$ cat src/hw/rtl/tks_pkg.sv
`timescale 1ns / 1ps
package tks_pkg;

   localparam int unsigned KMaxDefault   = 64;
   localparam int unsigned RowMaxDefault = 65536;
   localparam int unsigned ValueWidth    = 32;
   localparam int unsigned IndexWidth    = 16;
   localparam int unsigned KeepWidth     = 7;

   typedef enum logic [0:0] {
      CSR_KEEP_COUNT   = 1'b0,
      CSR_PICK_LARGEST = 1'b1
   } csr_index_type;

   typedef enum logic [0:0] {
      ST_COLLECT = 1'b0,
      ST_EMIT    = 1'b1
   } state_type;

   typedef struct packed {
      logic [ValueWidth-1:0] value_in;
      logic                  last_in;
   } req_payload_type;

   typedef struct packed {
      logic [ValueWidth-1:0] value_out;
      logic [IndexWidth-1:0] index_out;
      logic                  last_out;
      logic                  row_overflow;
   } rsp_payload_type;

   // One chain entry.
   typedef struct packed {
      logic                  valid;
      logic [ValueWidth-1:0] value;
      logic [IndexWidth-1:0] index;
   } entry_type;

   // Control broadcast to every cell.
   typedef struct packed {
      logic insert;
      logic shift_out;
      logic clear;
      logic pick_largest;
   } cell_ctrl_type;

   // Map float bits to an unsigned key in numeric order; -0 folds onto +0.
   function automatic logic [ValueWidth-1:0] order_key(input logic [ValueWidth-1:0] b);
      logic [ValueWidth-1:0] t;
      t = (b[ValueWidth-2:0] == '0) ? '0 : b;
      return t[ValueWidth-1] ? ~t : (t | {1'b1, {(ValueWidth-1){1'b0}}});
   endfunction

endpackage

$ cat src/hw/rtl/tks_cell.sv
`timescale 1ns / 1ps
module tks_cell (
   input  logic                   clock,
   input  logic                   reset,
   input  tks_pkg::cell_ctrl_type ctrl,
   input  tks_pkg::entry_type     new_entry,
   input  logic [31:0]            new_key,
   input  tks_pkg::entry_type     prev_entry,
   input  logic                   prev_take,
   input  tks_pkg::entry_type     next_entry,
   output tks_pkg::entry_type     entry,
   output logic                   take
);
   import tks_pkg::*;

   entry_type   entry_ff, entry_in;
   logic [31:0] held_key;
   logic        better;
   logic        hit;

   assign held_key = order_key(entry_ff.value);
   assign better   = ctrl.pick_largest ? (new_key > held_key) : (new_key < held_key);
   assign hit      = !entry_ff.valid || better;
   // New item lands here or above: every cell from the first hit on shifts down,
   // even when a mid-row order change leaves the held entries unsorted.
   assign take     = hit || prev_take;

   always_comb begin
      entry_in = entry_ff;
      priority if (ctrl.clear) begin
         entry_in.valid = 1'b0;
      end else if (ctrl.shift_out) begin
         entry_in = next_entry;
      end else if (ctrl.insert && take) begin
         entry_in = prev_take ? prev_entry : new_entry;
      end
   end

   always_ff @(posedge clock) begin
      if (reset) begin
         entry_ff.valid <= 1'b0;
      end else begin
         entry_ff.valid <= entry_in.valid;
      end
      entry_ff.value <= entry_in.value;
      entry_ff.index <= entry_in.index;
   end

   assign entry = entry_ff;
endmodule

$ cat config.mk
export PLATFORM = sky130hd
export DESIGN_NAME = tks_cell
export DESIGN_NICKNAME = d
export VERILOG_FILES = /design/src/hw/rtl/tks_pkg.sv /design/src/hw/rtl/tks_cell.sv
export SDC_FILE = /design/constraint.sdc
export NUM_CORES = 1
export LEC_CHECK = 0
export ABC_AREA = 1
export CAP_MARGIN = 25
export CELL_PAD_IN_SITES_DETAIL_PLACEMENT = 0
export CELL_PAD_IN_SITES_GLOBAL_PLACEMENT = 1
export CORE_AREA = 2 2 94 96
export DETAILED_ROUTE_END_ITERATION = 6
export DIE_AREA = 0 0 96 98
export DONT_BUFFER_PORTS = 1
export PLACE_DENSITY = 0.8
export SLEW_MARGIN = 20
export SYNTH_ARGS = -nofsm -noshare
export SYNTH_HDL_FRONTEND = slang
export SYNTH_SLANG_ARGS = --single-unit
$ cat constraint.sdc
create_clock -name clock -period 6.81 [get_ports clock]
set_input_delay 0 -clock clock [delete_from_list [all_inputs] [get_ports clock]]
set_output_delay 0 -clock clock [all_outputs]
set_load 0.01 [all_outputs]
Word level (Yosys, flattened, before mapping)
Index checks and enable logic that the tools add are counted.
{ "classes": {"order_cmp": 2, "n_mux": 6, "bitwise": 2, "reduce_logical": 8} }
{ "op_table": {"columns": ["cell", "count"], "rows": [
  ["2-to-1 mux 49 bit", 3],
  ["2-to-1 mux 32 bit", 2],
  ["> comparator 32 bit", 1],
  ["< comparator 32 bit", 1],
  ["NOT 32 bit", 1],
  ["logical NOT 31 bit", 1],
  ["logical OR 1 bit", 2],
  ["AND reduction 2 bit", 1],
  ["nonzero test 2 bit", 1],
  ["OR reduction 2 bit", 1],
  ["logical AND 1 bit", 1],
  ["logical NOT 1 bit", 1],
  ["2-to-1 mux 1 bit", 1],
  ["NOT 1 bit", 1]
]} }
{ "word_totals": {"reg_bits": 49, "output_inout_bits": 50, "wordCells": 21} }

Logic depth before layout (Yosys ltp)
{ "depth": {"word_depth": 11, "mapped_depth": 25} }

Worst setup path after synthesis
No wires, ideal clock.
{ "synth_timing": {"kind": "register to register", "start": "reg entry_ff (netlist bit entry[16])", "end": "reg entry_ff (netlist bit entry[0]) (enable)", "setup_time_ns": 0.470, "arrival_ns": 4.867, "slack_ns": 1.473, "stages_incl_launch_ff": 18, "synth_period_minus_slack_ns": 5.337, "cell_sequence": "edfxtp_1 nor4_1 nand4_1 o21a_1 buf_6 buf_6 xnor2_1 ha_1 a21o_1 nand3_1 nand3_1 a21oi_1 nand2_1 nand2_1 nand2_1 nand2_1 nand2_1 a21oi_1"} }
{ "synth_via": {"elab_chain_cells": 11, "elab_cells_between_ends": 12} }
{ "synth_rtl": {"columns": ["element", "line", "text"], "rows": [
  ["start, declared", "tks_cell.sv:16", "entry_type entry_ff, entry_in;"],
  ["logical NOT 31 bit", "tks_pkg.sv:50", "t = (b[ValueWidth-2:0] == '0) ? '0 : b;"],
  ["2-to-1 mux 32 bit (*)", "tks_pkg.sv:50", null],
  ["NOT 32 bit", "tks_pkg.sv:51", "return t[ValueWidth-1] ? ~t : (t | {1'b1, {(ValueWidth-1){1'b0}}});"],
  ["2-to-1 mux 32 bit (*)", "tks_pkg.sv:51", null],
  ["< comparator 32 bit or > comparator 32 bit (tied branches)", "tks_cell.sv:22", "assign better = ctrl.pick_largest ? (new_key > held_key) : (new_key < held_key);"],
  ["2-to-1 mux 1 bit (*)", "tks_cell.sv:22", null],
  ["logical OR 1 bit (*)", "tks_cell.sv:23", "assign hit = !entry_ff.valid || better;"],
  ["logical OR 1 bit (*)", "tks_cell.sv:26", "assign take = hit || prev_take;"],
  ["via take", "tks_cell.sv:12", "output logic take"],
  ["logical AND 1 bit (*)", "tks_cell.sv:34", "end else if (ctrl.insert && take) begin"],
  ["nonzero test 2 bit (no line) (*)", null, null],
  ["AND reduction 2 bit (no line) (*)", null, null]
]} }
Mark *: on every way through the listed nets, which the timed path passes. The rest lies on a longest branch.
A chain may end at the register's enable or synchronous reset.

Worst setup path after layout
{ "layout_timing": {"start": "reg entry_ff (netlist bit entry[40])", "end": "reg entry_ff (netlist bit entry[28]) (enable)"} }
Same word-level chain as after synthesis.

==> results summary <==
TritonCTS built the clock tree. The total count of max-transition violations in the final report came out at 0. The die outline height came out at 98 µm. The antenna diode instance count is 0.

The sequential fraction of the synthesis area came out at 0.4053. Across the run, the number of max-cap violations was 0. The half-perimeter wire length of the detailed placement result came out at 8.208 mm. The die width is 96 µm. Total power for the finished layout comes to 810.0 µW. The mean routed wirelength per cell came out at 18.67 µm. The top cell types in the final layout, fill and taps aside, are a21oi_1, dlygate4sd3_1, nand2_1, nor2_1, edfxtp_1. After detailed routing, the number of remaining DRC violations is 0.

The first global-routing pass estimated 17.54 mm of wire. The post-synth design cell area came out at 3606 µm². Setup repair after global routing left no endpoint under its margin. The initial antenna violation count is 0. The layout filler cell count is 754. The overall die area is 9408 µm². The total routing usage reported by global routing is 0.2436.

The maximum single-stage delay on the critical path came out at 0.58 ns. The sink count of the clock tree came out at 49. The maximum count of clock buffers along a single path is 2. Of the total power, combinational logic draws 0.268. The register clock-pin slew on the reported worst setup and hold paths came out at 0.09 ns.

The H-tree depth reported by CTS came out at 2. For this block, the initial DRC count from the detailed router was 223. The worst max-slew margin expressed relative to the limit is 0.2863. The run finished with clean final reports.

The required time of the critical path is 6.77 ns. The achievable frequency came out at 207.7 MHz. The hold violation count in the final report came out at 0. The first-pass iteration count of the detailed router is 5. The global route total overflow came out at 0.

Compared with the post-synthesis result, the final layout area differs by 29.35%. In this run the critical register-to-register path is launched from entry[40]$_DFFE_PP_. The mean instance size in the synthesized netlist came out at 8.214 µm². The worst hold path terminates at entry[46]$_DFFE_PP_. Internal power comes to 582.1 µW. In the final layout, flip-flops and latches occupy 1461 µm². The cell with the biggest individual delay on the critical path is a21oi_4. In the final layout, the share of cells above drive strength 1 is 0.02519. The internal reg-to-reg setup slack is 2.00 ns. The remaining antenna violation count is 0. The library cell used most frequently in the layout, excluding fill and tap cells, is a21oi_1. The worst hold path startpoint is next_entry[46].

The signal on the critical path passes through nor4_1 -> nand4_1 -> o21a_2 -> xnor2_1 -> ha_1 -> nand2_1 -> nand2_1 -> nand2_1 -> nand2_1 -> nand2_1 -> nand3_1 -> a21oi_1 -> nand2_1 -> nand2_1 -> nand2_1 -> nand2_1 -> nand2_1 -> a21oi_4 -> buf_4. Clock tree synthesis inserted a total of 5 buffers. The starting utilization of the core area came out at 0.4260. Counting flops and latches in the post-synthesis netlist gives 49. Clock skew on the completed layout was measured at 0.006290 ns. The highest fanout seen on the critical path came out at 32. The least setup slack across all paths after layout is 1.996 ns. The via count of the first global-routing pass is 3567. The warning count from the yosys run came out at 0. The flip-flop count of the largest register, all copies and words added is 49. The count of cells along the worst hold path is 2. The clock network fraction of design power came out at 0.250.

The overall via count from detail_route is 3485. Counting every net in the synthesized netlist gives 657. The total I/O pin count is 236.

After the flow finishes, the layout carries non-filler instances totaling 624. The largest net degree at the start of global routing came out at 54. The clock period minus final worst setup slack came out at 4.814 ns. The post-route fraction of the period consumed by the critical path is 0.7068. The pin slew with the least headroom to its limit is 1.067 ns. Of the total power, registers draw 0.483. Once the clock tree was built, the setup fixing pass inserted 0 buffers. For the worst-skew pair, the clock arrives at the later sink with an insertion delay of 0.29 ns. The count of different cell masters after synthesis came out at 23.

The path type of the worst setup path is register to register. The region available for standard cell placement spans 8466 µm². The quantity of I/O buffers inserted on ports is 0.

The placer's final routability congestion estimate came out at 0.7753. The cell sitting at the root of the clock tree is a clkbuf_8. Of the total power, the share spent switching nets is 0.2813. The multi-input combinational cells in the finished layout cover a total of 1981 µm².

The worst slack at placement is 1.874 ns. The cell depth of the worst flop-to-flop path is 19. The reg-to-reg endpoint is entry[28]$_DFFE_PP_. For this design the ratio of total power to cell area is 173.7 nW/µm². The arrival time of data at the critical path endpoint is 4.78 ns. The number of placed cells counting well taps came out at 524. Across the VDD grid, the largest voltage drop is 118.5 µV. The number of setup violations in the final report is 0. After detailed routing, the number of vias per cell comes to 5.585.

The detailed-route wire length is 11.65 mm. For this design the static power due to leakage is 1.828 nW. Row generation in the floorplan step produced 34 rows. The most frequent cell on the critical path is nand2_1. STA classifies the critical path endpoint as a register. The summed negative setup slack over all endpoints is 0 ns. The cell count after synthesis came out at 439.

Summed over all nets, the switching power comes to 227.9 µW. The worst hold slack came out at 0.0008509 ns. STA classifies the critical path startpoint as a register. The number of nets in the final layout is 733. The worst hold path belongs to the class input pin to register.
## synthesized netlist by cell type
cell / instances / share of area
nand3_1: 5 / 0.0069
o21a_1: 2 / 0.0042
xnor2_2: 2 / 0.0090
a31oi_1: 1 / 0.0017
xnor2_1: 28 / 0.068
clkbuf_1: 15 / 0.016
nor3_1: 2 / 0.0028
o21ai_0: 2 / 0.0028
buf_8: 1 / 0.0042
nand2_1: 91 / 0.095
nor4_1: 7 / 0.012
buf_2: 3 / 0.0042
dfxtp_1: 1 / 0.0056
ha_1: 32 / 0.11
a21oi_1: 111 / 0.15
nor2_1: 63 / 0.066
buf_1: 3 / 0.0031
buf_6: 3 / 0.0094
edfxtp_1: 48 / 0.40
nand4_1: 5 / 0.0087
a21o_1: 2 / 0.0042
inv_2: 1 / 0.0010
inv_1: 11 / 0.011
## cells by family after synthesis
logic type               count (synthesis)  share of synthesized area
AND/OR/NAND/NOR                        173                     0.1908
XOR/XNOR                                30                    0.07703
adder cells (fa/ha/maj)                 32                     0.1110
buffers and inverters                   37                    0.04892
flip-flops                              49                     0.4053
AO/OA/AOI/OAI                          118                     0.1669
## power by group through the flow
stage	combinational, mW	sequential, mW	clock, mW
final	0.217	0.391	0.202
after global placement	0.154	0.398	0
after global routing	0.247	0.394	0.216
after detailed placement	0.161	0.398	0
after CTS	0.217	0.391	0.209
after floorplan	0.140	0.390	0
## layer usage
| layer | vias to the layer above | GRT usage | routed length [µm] |
|---|---|---|---|
| met5 | - | 0 | 0 |
| met3 | 26 | 0.05941 | 880 |
| li1 | 1668 | - | - |
| met4 | 0 | 0.08791 | 264 |
| met1 | 1621 | 0.2738 | 4424 |
| met2 | 170 | 0.4375 | 6078 |
## cell type report
class | instances | area share
well taps | 108 | 0.02897
inverters | 12 | 0.009657
repair buffers | 94 | 0.2006
clock inverters | 2 | 0.007242
multi-input cells | 353 | 0.4246
flip-flops and latches | 49 | 0.3133
clock buffers | 6 | 0.01556
## what timing repair did
item / CTS / global route
hold buffers: 92 / 0
gates resized for setup: 0 / 0
hold endpoints to repair: 68 / 0
## per-stage QoR
step | cell area [µm²] | utilization
3_3_place_gp | 3637 | 0.4296
6_report | 4664 | 0.5510
2_1_floorplan | 3606 | -
5_1_grt | 4664 | 0.5510
4_1_cts | 4664 | 0.5510
3_5_place_dp | 3637 | 0.4296
## critical path: cells and delay by family, from the launching register on
kind	cells	cell delay (ns)
and+or+nand+nor	13	1.58
DFF	1	0.48
adders and majority gates	1	0.33
AOI/OAI and AO/OA	3	1.33
buffers and inverters	1	0.47
xor gates and xnor gates	1	0.25
## worst max-delay path by stage
stage,from,end,slack [ns],depth (start not counted)
final,entry[40]$_DFFE_PP_,entry[28]$_DFFE_PP_,2.00,19
after global routing,entry[41]$_DFFE_PP_,entry[46]$_DFFE_PP_,1.61,19
after CTS,entry[40]$_DFFE_PP_,entry[41]$_DFFE_PP_,1.82,16
after detailed placement,entry[40]$_DFFE_PP_,entry[41]$_DFFE_PP_,1.87,16
after global placement,entry[40]$_DFFE_PP_,entry[41]$_DFFE_PP_,1.98,17
after floorplan,entry[16]$_DFFE_PP_,entry[0]$_DFFE_PP_,1.47,17
No activity file was read; power rests on OpenSTA's default activity.
